### config.mk
export PLATFORM = sky130hd
export DESIGN_NAME = string_to_unsigned_parser
export DESIGN_NICKNAME = d
export VERILOG_FILES = /design/src/sv/sup_pkg.sv /design/src/sv/sup_front.sv /design/src/sv/sup_queue.sv /design/src/sv/sup_back.sv /design/src/sv/string_to_unsigned_parser.sv
export SDC_FILE = /design/constraint.sdc
export NUM_CORES = 2
export LEC_CHECK = 0
export BUFFER_PORTS_ARGS = -buffer_cell sky130_fd_sc_hd__buf_2
export CAP_MARGIN = 20
export CORE_MARGIN = 3
export CORE_UTILIZATION = 45
export CTS_CLUSTER_SIZE = 25
export DETAILED_ROUTE_END_ITERATION = 7
export PLACE_DENSITY = 0.6
export SYNTH_ARGS = -nofsm -noshare
export SYNTH_HDL_FRONTEND = slang
export SYNTH_SLANG_ARGS = --single-unit
### constraint.sdc
create_clock -name i_clk -period 10.56 [get_ports i_clk]
set_clock_uncertainty 0.2 [all_clocks]
set_input_delay 0.528 -clock i_clk [delete_from_list [all_inputs] [get_ports i_clk]]
set_output_delay 0.528 -clock i_clk [all_outputs]
set_load 0.05 [all_outputs]
### src/sv/sup_pkg.sv
package sup_pkg;

    localparam int MAX_LEN_DEF    = 65535;
    localparam int VALUE_BITS_DEF = 64;

    localparam int CH_W    = 8;
    localparam int BASE_W  = 6;
    localparam int DIG_W   = 6;
    localparam int END_W   = 16;
    localparam int OUT_W   = 64;
    localparam int QDEPTH  = 4;
    localparam int QPTR_W  = $clog2(QDEPTH);
    localparam int QCNT_W  = $clog2(QDEPTH + 1);

    localparam logic [BASE_W-1:0] BASE_RESET = BASE_W'(10);
    localparam logic [BASE_W-1:0] BASE_MAX   = BASE_W'(36);
    localparam logic [BASE_W-1:0] BASE_ONE   = BASE_W'(1);
    localparam logic [BASE_W-1:0] BASE_DEC   = BASE_W'(10);
    localparam logic [BASE_W-1:0] BASE_OCT   = BASE_W'(8);
    localparam logic [BASE_W-1:0] BASE_HEX   = BASE_W'(16);
    localparam logic [BASE_W-1:0] BASE_AUTO  = BASE_W'(0);
    localparam logic [DIG_W-1:0]  NOT_DIGIT  = DIG_W'(36);

    localparam logic [CH_W-1:0] CH_ZERO  = 8'h30;
    localparam logic [CH_W-1:0] CH_NINE  = 8'h39;
    localparam logic [CH_W-1:0] CH_UA    = 8'h41;
    localparam logic [CH_W-1:0] CH_UZ    = 8'h5A;
    localparam logic [CH_W-1:0] CH_LA    = 8'h61;
    localparam logic [CH_W-1:0] CH_LZ    = 8'h7A;
    localparam logic [CH_W-1:0] CH_LX    = 8'h78;
    localparam logic [CH_W-1:0] CH_UX    = 8'h58;
    localparam logic [CH_W-1:0] CH_PLUS  = 8'h2B;
    localparam logic [CH_W-1:0] CH_MINUS = 8'h2D;
    localparam logic [CH_W-1:0] CH_SP    = 8'h20;
    localparam logic [CH_W-1:0] CH_TAB   = 8'h09;
    localparam logic [CH_W-1:0] CH_CR    = 8'h0D;

    typedef enum logic [4:0] {
        PH_SKIP   = 5'b00001,
        PH_SIGN   = 5'b00010,
        PH_ZERO   = 5'b00100,
        PH_DIGITS = 5'b01000,
        PH_DONE   = 5'b10000
    } t_phase;

    // one classified character as it travels from front to back
    typedef struct packed {
        logic             space;
        logic             plus;
        logic             minus;
        logic             zero;
        logic             hex_x;
        logic [DIG_W-1:0] digit;
        logic             last;
    } t_cls;

    function automatic logic [DIG_W-1:0] digit_of(logic [CH_W-1:0] c);
        logic [DIG_W-1:0] d;
        d = NOT_DIGIT;
        if (c >= CH_ZERO && c <= CH_NINE) begin
            d = DIG_W'(c - CH_ZERO);
        end else if (c >= CH_UA && c <= CH_UZ) begin
            d = DIG_W'(c - CH_UA) + DIG_W'(10);
        end else if (c >= CH_LA && c <= CH_LZ) begin
            d = DIG_W'(c - CH_LA) + DIG_W'(10);
        end
        return d;
    endfunction

endpackage

### src/sv/sup_front.sv
module sup_front (
    input  logic [sup_pkg::CH_W-1:0] i_ch,
    input  logic                     i_last,
    output sup_pkg::t_cls            o_cls
);

    always_comb begin
        o_cls.space = (i_ch == sup_pkg::CH_SP)
                   || (i_ch >= sup_pkg::CH_TAB && i_ch <= sup_pkg::CH_CR);
        o_cls.plus  = (i_ch == sup_pkg::CH_PLUS);
        o_cls.minus = (i_ch == sup_pkg::CH_MINUS);
        o_cls.zero  = (i_ch == sup_pkg::CH_ZERO);
        o_cls.hex_x = (i_ch == sup_pkg::CH_LX) || (i_ch == sup_pkg::CH_UX);
        o_cls.digit = sup_pkg::digit_of(i_ch);
        o_cls.last  = i_last;
    end

endmodule

### src/sv/sup_queue.sv
module sup_queue (
    input  logic          i_clk,
    input  logic          i_rst_n,
    input  logic          i_push,
    input  sup_pkg::t_cls i_data,
    output logic          o_full,
    input  logic          i_pop,
    output logic          o_valid,
    output sup_pkg::t_cls o_data
);

    sup_pkg::t_cls                 r_mem [sup_pkg::QDEPTH];
    logic [sup_pkg::QPTR_W-1:0]    r_wr, n_wr;
    logic [sup_pkg::QPTR_W-1:0]    r_rd, n_rd;
    logic [sup_pkg::QCNT_W-1:0]    r_cnt, n_cnt;

    assign o_full  = (r_cnt == sup_pkg::QCNT_W'(sup_pkg::QDEPTH));
    assign o_valid = (r_cnt != '0);
    assign o_data  = r_mem[r_rd];

    always_comb begin
        n_wr  = i_push ? r_wr + 1'b1 : r_wr;
        n_rd  = i_pop  ? r_rd + 1'b1 : r_rd;
        n_cnt = r_cnt;
        if (i_push && !i_pop) begin
            n_cnt = r_cnt + 1'b1;
        end else if (!i_push && i_pop) begin
            n_cnt = r_cnt - 1'b1;
        end
    end

    always_ff @(posedge i_clk) begin
        if (!i_rst_n) begin
            r_wr  <= '0;
            r_rd  <= '0;
            r_cnt <= '0;
        end else begin
            r_wr  <= n_wr;
            r_rd  <= n_rd;
            r_cnt <= n_cnt;
        end
    end

    always_ff @(posedge i_clk) begin
        if (i_push) begin
            r_mem[r_wr] <= i_data;
        end
    end

endmodule

### src/sv/sup_back.sv
module sup_back #(
    parameter int MAX_LEN    = sup_pkg::MAX_LEN_DEF,
    parameter int VALUE_BITS = sup_pkg::VALUE_BITS_DEF
) (
    input  logic                       i_clk,
    input  logic                       i_rst_n,
    input  logic [sup_pkg::BASE_W-1:0] i_base,
    input  logic                       i_valid,
    input  sup_pkg::t_cls              i_cls,
    output logic                       o_pop,
    input  logic                       i_out_ready,
    output logic                       o_out_valid,
    output logic [VALUE_BITS-1:0]      o_acc,
    output logic                       o_neg,
    output logic [sup_pkg::END_W-1:0]  o_end,
    output logic                       o_ovf,
    output logic                       o_conv
);

    localparam int PW = $clog2(MAX_LEN + 1);
    localparam int PRW = VALUE_BITS + sup_pkg::BASE_W + 1;

    sup_pkg::t_phase              r_ph, n_ph;
    logic [VALUE_BITS-1:0]        r_acc, n_acc;
    logic [PW-1:0]                r_pos, n_pos;
    logic [sup_pkg::END_W-1:0]    r_endp, n_endp;
    logic                         r_neg, n_neg;
    logic                         r_seen, n_seen;
    logic [sup_pkg::BASE_W-1:0]   r_wb, n_wb;
    logic                         r_ovf, n_ovf;

    logic                         r_out_valid;
    logic [VALUE_BITS-1:0]        r_out_acc;
    logic                         r_out_neg;
    logic [sup_pkg::END_W-1:0]    r_out_end;
    logic                         r_out_ovf;
    logic                         r_out_conv;

    logic [PRW-1:0]               prod;
    logic                         feed_on;

    // a non-last item needs no output slot
    assign o_pop = i_valid && (!i_cls.last || !r_out_valid || i_out_ready);

    always_comb begin
        n_ph   = r_ph;
        n_acc  = r_acc;
        n_pos  = r_pos;
        n_endp = r_endp;
        n_neg  = r_neg;
        n_seen = r_seen;
        n_wb   = r_wb;
        n_ovf  = r_ovf;
        prod   = '0;
        feed_on = 1'b1;

        if (r_pos == '0) begin
            n_wb = i_base;
            if (i_base == sup_pkg::BASE_ONE || i_base > sup_pkg::BASE_MAX) begin
                n_acc  = '0;
                n_endp = '0;
                n_seen = 1'b0;
                n_neg  = 1'b0;
                n_ovf  = 1'b0;
                n_ph   = sup_pkg::PH_DONE;
            end
        end

        if (r_pos < PW'(MAX_LEN)) begin
            n_pos = r_pos + 1'b1;
        end else begin
            n_ph    = sup_pkg::PH_DONE;
            feed_on = 1'b0;
        end

        if (feed_on && n_ph != sup_pkg::PH_DONE) begin
            // phases fall through within one character, as in the scheme
            if (n_ph == sup_pkg::PH_SKIP) begin
                if (i_cls.space) begin
                    n_endp  = n_endp + 1'b1;
                    feed_on = 1'b0;
                end else if (i_cls.plus || i_cls.minus) begin
                    n_neg   = i_cls.minus;
                    n_endp  = n_endp + 1'b1;
                    n_ph    = sup_pkg::PH_SIGN;
                    feed_on = 1'b0;
                end else begin
                    n_ph = sup_pkg::PH_SIGN;
                end
            end
            if (feed_on && n_ph == sup_pkg::PH_SIGN) begin
                if (i_cls.zero) begin
                    n_endp  = n_endp + 1'b1;
                    n_seen  = 1'b1;
                    n_ph    = sup_pkg::PH_ZERO;
                    feed_on = 1'b0;
                end else begin
                    if (n_wb == sup_pkg::BASE_AUTO) begin
                        n_wb = sup_pkg::BASE_DEC;
                    end
                    n_ph = sup_pkg::PH_DIGITS;
                end
            end
            if (feed_on && n_ph == sup_pkg::PH_ZERO) begin
                if (i_cls.hex_x) begin
                    feed_on = 1'b0;
                    if (n_wb != sup_pkg::BASE_AUTO && n_wb != sup_pkg::BASE_HEX) begin
                        n_acc  = '0;
                        n_endp = '0;
                        n_seen = 1'b0;
                        n_neg  = 1'b0;
                        n_ovf  = 1'b0;
                        n_ph   = sup_pkg::PH_DONE;
                    end else begin
                        n_wb   = sup_pkg::BASE_HEX;
                        n_seen = 1'b0;
                        n_endp = n_endp + 1'b1;
                        n_ph   = sup_pkg::PH_DIGITS;
                    end
                end else begin
                    if (n_wb == sup_pkg::BASE_AUTO) begin
                        n_wb = sup_pkg::BASE_OCT;
                    end
                    n_ph = sup_pkg::PH_DIGITS;
                end
            end
            if (feed_on) begin
                prod = PRW'(n_acc) * PRW'(n_wb) + PRW'(i_cls.digit);
                if (n_wb < sup_pkg::BASE_W'(2) || i_cls.digit >= n_wb) begin
                    n_ph = sup_pkg::PH_DONE;
                end else if (|prod[PRW-1:VALUE_BITS]) begin
                    n_ovf  = 1'b1;
                    n_acc  = '1;
                    n_seen = 1'b1;
                    n_ph   = sup_pkg::PH_DONE;
                end else begin
                    n_acc  = prod[VALUE_BITS-1:0];
                    n_seen = 1'b1;
                    n_endp = n_endp + 1'b1;
                end
            end
        end
    end

    always_ff @(posedge i_clk) begin
        if (!i_rst_n) begin
            r_ph   <= sup_pkg::PH_SKIP;
            r_acc  <= '0;
            r_pos  <= '0;
            r_endp <= '0;
            r_neg  <= 1'b0;
            r_seen <= 1'b0;
            r_wb   <= '0;
            r_ovf  <= 1'b0;
        end else if (o_pop) begin
            if (i_cls.last) begin
                r_ph   <= sup_pkg::PH_SKIP;
                r_acc  <= '0;
                r_pos  <= '0;
                r_endp <= '0;
                r_neg  <= 1'b0;
                r_seen <= 1'b0;
                r_wb   <= '0;
                r_ovf  <= 1'b0;
            end else begin
                r_ph   <= n_ph;
                r_acc  <= n_acc;
                r_pos  <= n_pos;
                r_endp <= n_endp;
                r_neg  <= n_neg;
                r_seen <= n_seen;
                r_wb   <= n_wb;
                r_ovf  <= n_ovf;
            end
        end
    end

    always_ff @(posedge i_clk) begin
        if (!i_rst_n) begin
            r_out_valid <= 1'b0;
        end else if (o_pop && i_cls.last) begin
            r_out_valid <= 1'b1;
        end else if (i_out_ready) begin
            r_out_valid <= 1'b0;
        end
    end

    always_ff @(posedge i_clk) begin
        if (o_pop && i_cls.last) begin
            r_out_acc  <= n_acc;
            r_out_neg  <= n_neg && n_seen && !n_ovf;
            r_out_end  <= n_endp;
            r_out_ovf  <= n_ovf;
            r_out_conv <= n_seen;
        end
    end

    assign o_out_valid = r_out_valid;
    assign o_acc       = r_out_acc;
    assign o_neg       = r_out_neg;
    assign o_end       = r_out_end;
    assign o_ovf       = r_out_ovf;
    assign o_conv      = r_out_conv;

endmodule

### src/sv/string_to_unsigned_parser.sv
// Channel      Dir  Handshake                      Payload
// s_axis       in   s_axis_tvalid / s_axis_tready  tdata: ch[7:0]; tlast: last
// m_axis       out  m_axis_tvalid / m_axis_tready  tdata: value, end_offset, overflow, converted
// cfg          in   i_cfg_we                       i_cfg_wdata: base
//
// One character per cycle sustained while the result output is not held off; the loop
// through the accumulator multiply-add by the base sets that rate. The last character
// of a string passes through the queue, then its result through the output register.
// A 4-item queue decouples classification from the parser, so input keeps
// flowing while a result waits. Reset is synchronous.
module string_to_unsigned_parser #(
    parameter int MAX_LEN    = sup_pkg::MAX_LEN_DEF,
    parameter int VALUE_BITS = sup_pkg::VALUE_BITS_DEF
) (
    input  logic        i_clk,
    input  logic        i_rst_n,
    input  logic        i_cfg_we,
    input  logic [5:0]  i_cfg_wdata,
    input  logic        s_axis_tvalid,
    output logic        s_axis_tready,
    input  logic [7:0]  s_axis_tdata,   // [7:0] ch
    input  logic        s_axis_tlast,
    output logic        m_axis_tvalid,
    input  logic        m_axis_tready,
    output logic [87:0] m_axis_tdata    // [63:0] value, [79:64] end_offset,
                                        // [80] overflow, [81] converted, rest 0
);

    logic [sup_pkg::BASE_W-1:0]  r_base;
    sup_pkg::t_cls               front_cls;
    sup_pkg::t_cls               q_cls;
    logic                        q_full;
    logic                        q_valid;
    logic                        q_pop;
    logic                        push;
    logic [VALUE_BITS-1:0]       out_acc;
    logic [VALUE_BITS-1:0]       out_val;
    logic                        out_neg;
    logic [sup_pkg::END_W-1:0]   out_end;
    logic                        out_ovf;
    logic                        out_conv;

    always_ff @(posedge i_clk) begin
        if (!i_rst_n) begin
            r_base <= sup_pkg::BASE_RESET;
        end else if (i_cfg_we) begin
            r_base <= i_cfg_wdata;
        end
    end

    assign s_axis_tready = !q_full;
    assign push          = s_axis_tvalid && !q_full;

    sup_front u_front (
        .i_ch   (s_axis_tdata),
        .i_last (s_axis_tlast),
        .o_cls  (front_cls)
    );

    sup_queue u_queue (
        .i_clk   (i_clk),
        .i_rst_n (i_rst_n),
        .i_push  (push),
        .i_data  (front_cls),
        .o_full  (q_full),
        .i_pop   (q_pop),
        .o_valid (q_valid),
        .o_data  (q_cls)
    );

    sup_back #(
        .MAX_LEN    (MAX_LEN),
        .VALUE_BITS (VALUE_BITS)
    ) u_back (
        .i_clk       (i_clk),
        .i_rst_n     (i_rst_n),
        .i_base      (r_base),
        .i_valid     (q_valid),
        .i_cls       (q_cls),
        .o_pop       (q_pop),
        .i_out_ready (m_axis_tready),
        .o_out_valid (m_axis_tvalid),
        .o_acc       (out_acc),
        .o_neg       (out_neg),
        .o_end       (out_end),
        .o_ovf       (out_ovf),
        .o_conv      (out_conv)
    );

    // negation done after the output register, off the multiply path
    assign out_val = out_neg ? (~out_acc + 1'b1) : out_acc;

    assign m_axis_tdata = {6'd0, out_conv, out_ovf, out_end,
                           sup_pkg::OUT_W'(out_val)};

    a_ovf_conv: assert property (@(posedge i_clk) disable iff (!i_rst_n)
        m_axis_tvalid && m_axis_tdata[80] |-> m_axis_tdata[81])
        else $error("overflow without a converted digit");

    a_ovf_sat: assert property (@(posedge i_clk) disable iff (!i_rst_n)
        m_axis_tvalid && m_axis_tdata[80] |-> (out_val == '1))
        else $error("overflow value not saturated");

    a_noconv_zero: assert property (@(posedge i_clk) disable iff (!i_rst_n)
        m_axis_tvalid && !m_axis_tdata[81] |-> (m_axis_tdata[63:0] == 64'd0))
        else $error("value nonzero with no digit taken");

    a_pop_nonempty: assert property (@(posedge i_clk) disable iff (!i_rst_n)
        q_pop |-> q_valid)
        else $error("queue popped while empty");

endmodule

# [Word level (Yosys, flattened, before mapping)]
# Memories as Yosys holds them, arrays and structs flattened. A register that Yosys moved wholly into a read port is not among the register bits.
# Index checks and enable logic that the tools add are counted.
[totals] wordCells=213 ff_bits=207 output_inout_bits=90 in_bits=20 mem_bits_rw=48 n_memories=1
[memory_table] memory="u_queue.r_mem" words=4 width=12 read_ports=1 rd_ports_with_merged_regs=1 write_ports=1 line_no="sup_queue.sv:12" text="sup_pkg::t_cls r_mem [sup_pkg::QDEPTH];"
[classes] n_eq_ne=13 reduce_logical=38 addsub=16 n_bitwise=1 n_lt_le_gt_ge=12 mul=1 muxes=113
[ops] op="64-bit two-way mux" n=12
[ops] op="16-bit two-way mux" n=20
[ops] op="6-bit two-way mux" n=15
[ops] op="16-bit by 1-bit adder with 16-bit output, second input constant" n=5
[ops] op="5-bit two-way mux" n=16
[ops] op="70-bit by 6-bit adder with 71-bit output" n=1
[ops] op="64-bit by 6-bit multiplier with 70-bit output" n=1
[ops] op="64-bit by 1-bit adder with 64-bit output, second input constant" n=1
[ops] op="64-bit NOT" n=1
[ops] op="1-bit two-way mux" n=45
[ops] op="8-bit by 6-bit equality test with 1-bit output, second input constant" n=4
[ops] op="8-bit by 7-bit equality test with 1-bit output, second input constant" n=2
[ops] op="8-bit by 7-bit >= comparator with 1-bit output, second input constant" n=2
[ops] op="8-bit by 7-bit less-or-equal comparator with 1-bit output, second input constant" n=2
[ops] op="16-bit zero test" n=1
[ops] op="16-bit less-than comparator, second input constant" n=1
[ops] op="1-bit logical AND" n=15
[ops] op="6-bit by 4-bit adder with 6-bit output, second input constant" n=2
[ops] op="6-bit zero test" n=2
[ops] op="6-bit subtractor, second input constant" n=2
[ops] op="8-bit by 4-bit >= comparator with 1-bit output, second input constant" n=1
[ops] op="8-bit by 6-bit >= comparator with 1-bit output, second input constant" n=1
[ops] op="8-bit by 4-bit less-or-equal comparator with 1-bit output, second input constant" n=1
[ops] op="8-bit by 6-bit less-or-equal comparator with 1-bit output, second input constant" n=1
[ops] op="24 further kinds" n=40

# [Longest topological paths before layout]
[depth] word_depth=27 depth_mapped=40 ltp_nobuf=34

# [By module]
# From an unflattened synthesis, not the netlist that was laid out.
[hier_totals] cells_unflattened=3222 area_unflattened_um2=28481.1
[modules_own_cells] module="sup_back" n_inst=1 seq_area_each_um2=4714.5 area_each_um2=24050.6 cells_per_inst=2806
[modules_own_cells] module="sup_queue" n_inst=1 seq_area_each_um2=1621.6 area_each_um2=2182.1 cells_per_inst=105
[modules_own_cells] module="string_to_unsigned_parser" n_inst=1 seq_area_each_um2=120.1 area_each_um2=1776.7 cells_per_inst=243
[modules_own_cells] module="sup_front" n_inst=1 seq_area_each_um2=0.0 area_each_um2=471.7 cells_per_inst=68

# [Worst setup path before layout]
# OpenSTA, ideal clock, no wires.
[synth_timing] kind="register to register" from="reg (tool-made name)" to="reg u_back.r_out_acc[32], in the netlist u_back.o_acc[32], data pin" path_stages_with_launch=38 setup_time_ps=267 synth_period_minus_slack_ps=9813 arrival_ps=9346 n_path_buf=6 setup_slack_ps=747 t_required_ps=10093 path_cell_list="dfxtp_1 -> buf_6 -> mux4_2 -> or3_1 -> buf_6 -> a2111oi_4 -> nor4b_2 -> a21oi_1 -> nand2b_1 -> clkbuf_1 -> nand2_1 -> clkbuf_1 -> nor2_1 -> and2_1 -> fa_1 -> inv_1 -> fa_1 -> inv_1 -> [2 not listed] -> fa_1 -> inv_1 -> ha_1 -> a21o_1 -> a221o_1 -> nand2b_1 -> a2111oi_0 -> o311a_1 -> or4b_2 -> nand3_1 -> and2_1 -> nand3_2 -> buf_2 -> buf_1 -> nor3_1 -> o21ai_1 -> nand2_1 -> o21ai_0"
[synth_rtl] item="end signal, assigned" line_no="sup_back.sv:190" text="r_out_acc <= n_acc;"
[synth_rtl] item="end, declared" line_no="sup_back.sv:33" text="logic [VALUE_BITS-1:0] r_out_acc;"

==> flow_summary.toml <==
[clock_tree]
root_buffer = "clkbuf_16"
htreeDepth = 2
cts_buffers = 35
clk_pin_slew_worst_paths_ns = 0.06
cts.path.max_buffers = 3
tritoncts = "built"
post-cts-setup-buffers = 0
cts.sinks = 257
clock_latency_ns = 0.57

[global_route]
grt_max_degree = 86
grt.met3_usage = 0.0480
grt_usage = 0.279
grt_pass1_wl_um = 150000
grt_pass1_vias = 26400
grtUsageMet1 = 0.366
grt_antenna_before_repair = 1
overflow = 0
use_met2 = 0.469
busiest_layer = "met2"

[pwr]
p_clk_frac = 0.163
p_sw_w = 0.00398
ir_drop_uv = 187
combPwrFrac = 0.598
intPower_w = 0.00329
power.density_nw_per_um2 = 231
switching_share = 0.548
pwr-share-seq = 0.239
p_total_w = 0.00727
p_leak_nw = 13.8

[cells_and_area]
multi_input_area_um2 = 21400
fillers = 6032
final_nets = 3814
syn2layout_area_growth_pct = 8.49
postLayoutCoreUtil = 0.496
layout_commonest_cell = "nand2_1"
fin_cells = 4236
diodes = 0
regArea_um2 = 6460
final_cell_mix = "nand2_1 (291), a21oi_1 (264), and2_1 (258)"
drive_gt1_frac = 0.0832

[logic_synthesis]
yosysWarnings = 0
synth_cells = 3383
synth.distinct_cells = 99
ys.flop_type = "edfxtp_1"
synth.yosys.seq_area_share = 0.223
yosysTopAreaCellShare = 0.175
postSynthAreaPerCell_um2 = 8.57
yosys-top-cells-area = "fa_1 (17%), edfxtp_1 (14%), dfxtp_1 (8.7%)"
synth_edf_count = 131
synth_seq_cells = 257
yosysTopAreaCell = "fa_1"
synthArstFlopShare = 0
syn_area_um2 = 29000

[sta]
slew_viol_final = 0
min_period_ns = 10.23
max_slew.worst_pin.slew_ns = 1.12
finalSetupViolCount = 0
max_freq_mhz = 97.7
fin_hold_ws_ns = 0.0460
hold_viol = 0
tns_ns = 0
slew_headroom = 0.234
fin_crit_sh = 0.969

[worst_setup_path]
crit_path_max_incr_delay_ns = 1.00
critPathTopFamily = "simple AND/OR/NAND/NOR gates"
r2r_end = "u_back.o_acc[16]$_DFFE_PP_"
start_kind = "flop"
critPathBufInv = 2
crit_required_ns = 10.66
critical_path_class = "reg -> reg"
cp.arrival_ns = 10.34
cpMaxStageDelayCell = "a2111oi_0"
cp_max_fo = 68
endpoint_kind = "flop"
r2r_setup_slack_ns = 0.33
cp_common_cell = "fa_1"
r2r_cells = 29

[drt]
dr.first_iter.drc_count = 1770
via_per_inst = 6.14
drc_errors = 0
ant_nets = 0
wirelength_um = 95500
drt_first_pass_iters = 5
wl_per_cell_um = 22.5
dr_total_vias = 26000

[place]
port_buffers = 103
dp.cells = 4165
gp_congestion = 0.967
dp_hpwl_um = 70300

[run_status]
outcome = "finished clean"

[floorplan]
die_x_um = 260
dieArea_um2 = 67500
core_area_um2 = 63400
start_util = 0.457
die_y_um = 260
ios = 110
num_rows = 92

[job]
drv_cap = 0

[worst_hold_path]
hold_class = "in -> reg"
hold_end = "r_base[5]$_SDFFE_PN0P_"
min_path_cells = 3
hp-start = "i_cfg_wdata[5]"
-- power groups by stage --
stage          Combinational (W)  Clock (W)  Sequential, W
6_report                 0.00435    0.00118        0.00174
5_1_grt                  0.00468    0.00125        0.00177
4_1_cts                  0.00429    0.00121        0.00173
3_5_place_dp             0.00427          0        0.00175
3_3_place_gp             0.00421          0        0.00174
2_1_floorplan            0.00301          0        0.00170
-- worst max-delay path by stage --
stage | start | endpoint | cells past startpoint
2_1_floorplan | flop | u_back.o_acc[32]$_DFFE_PP_ | 37
3_3_place_gp | u_back.r_pos[0]$_SDFFE_PN0P_ | u_back.o_end[12]$_DFFE_PP_ | 33
3_5_place_dp | u_back.r_pos[0]$_SDFFE_PN0P_ | u_back.o_acc[16]$_DFFE_PP_ | 33
4_1_cts | flop | u_back.o_end[14]$_DFFE_PP_ | 32
5_1_grt | flop | u_back.o_end[15]$_DFFE_PP_ | 32
6_report | flop | u_back.o_acc[16]$_DFFE_PP_ | 29
-- cells in the mapped netlist (33+ instances only) --
library cell,number
nand2_1,294
a21oi_1,265
and2_1,258
fa_1,253
nor2_1,243
o21ai_0,203
clkbuf_1,190
ha_1,178
and3_1,141
edfxtp_1,131
xnor2_1,129
dfxtp_1,126
nand3_1,119
nor3_1,103
inv_1,96
o21ai_1,73
nand4_1,68
xor2_1,48
o31ai_1,35
nor4_1,33
-- final cells by class --
class | count | area share
Clock buffer | 49 | 0.0318
Clock inverter | 15 | 0.00418
Inverter | 98 | 0.0118
Multi-Input combinational cell | 2812 | 0.682
Sequential cell | 257 | 0.205
Tap cell | 846 | 0.0336
Timing Repair Buffer | 159 | 0.0319
-- cell families (layout without fill, tap and decap cells) --
group                    Yosys count  count (layout)  synth area share
XOR/XNOR                         177             177            0.0535
AO/OA/AOI/OAI                    782             782             0.161
other                              1               6          0.000129
multiplexers                      35              35            0.0185
AND/OR/NAND/NOR                 1379            1381             0.249
buffers and inverters            321             321            0.0439
flip-flops                       257             257             0.223
adder cells (fa/ha/maj)          431             431             0.251
-- per-stage QoR --
stage                     worst slack (ns)  instance area [um^2]
after global routing               -0.0129                 31500
after CTS                           0.0528                 31400
after global placement               0.125                 30200
after detailed placement           -0.0526                 30200
final                                0.326                 31500
after floorplan                      0.747                 29000
-- sequential cells by signal (all words and copies together) (netlist names), named ones only --
register,cells
u_back.o_acc,64
u_back.r_acc,64
u_queue.r_mem,48
u_back.o_end,16
u_back.r_endp,16
u_back.r_pos,16
r_base,6
u_back.r_wb,6
u_back.r_ph,5
u_queue.r_cnt,3
u_queue.r_rd,2
u_queue.r_wr,2
u_back.o_conv,1
u_back.o_neg,1
u_back.o_out_valid,1
u_back.o_ovf,1
u_back.r_neg,1
u_back.r_ovf,1
u_back.r_seen,1
-- layer usage --
layer | vias up | wire length [um]
li1 | 12000 | -
met1 | 12800 | 40500
met2 | 994 | 45000
met3 | 180 | 6910
met4 | 0 | 3020
met5 | - | 0
-- worst reg2reg max path, delay by kind of cell (launching register included) --
family          cells  cell delay [ns]
simple gates       14             3.54
mux                 1             0.70
compound gates      7             2.33
fa+ha+maj           5             2.27
flops               1             0.41
buf+inv             2             0.54
-- repair_timing --
action                                  4_1_cts  5_1_grt
hold buffers                                  4        0
endpoints found under the hold margin         7        0
gates resized for setup                       1       15
endpoints found under the setup margin       16      167
pin swaps                                     0        1
gates cloned                                  0        2
No activity file was read; power rests on OpenSTA's default activity.
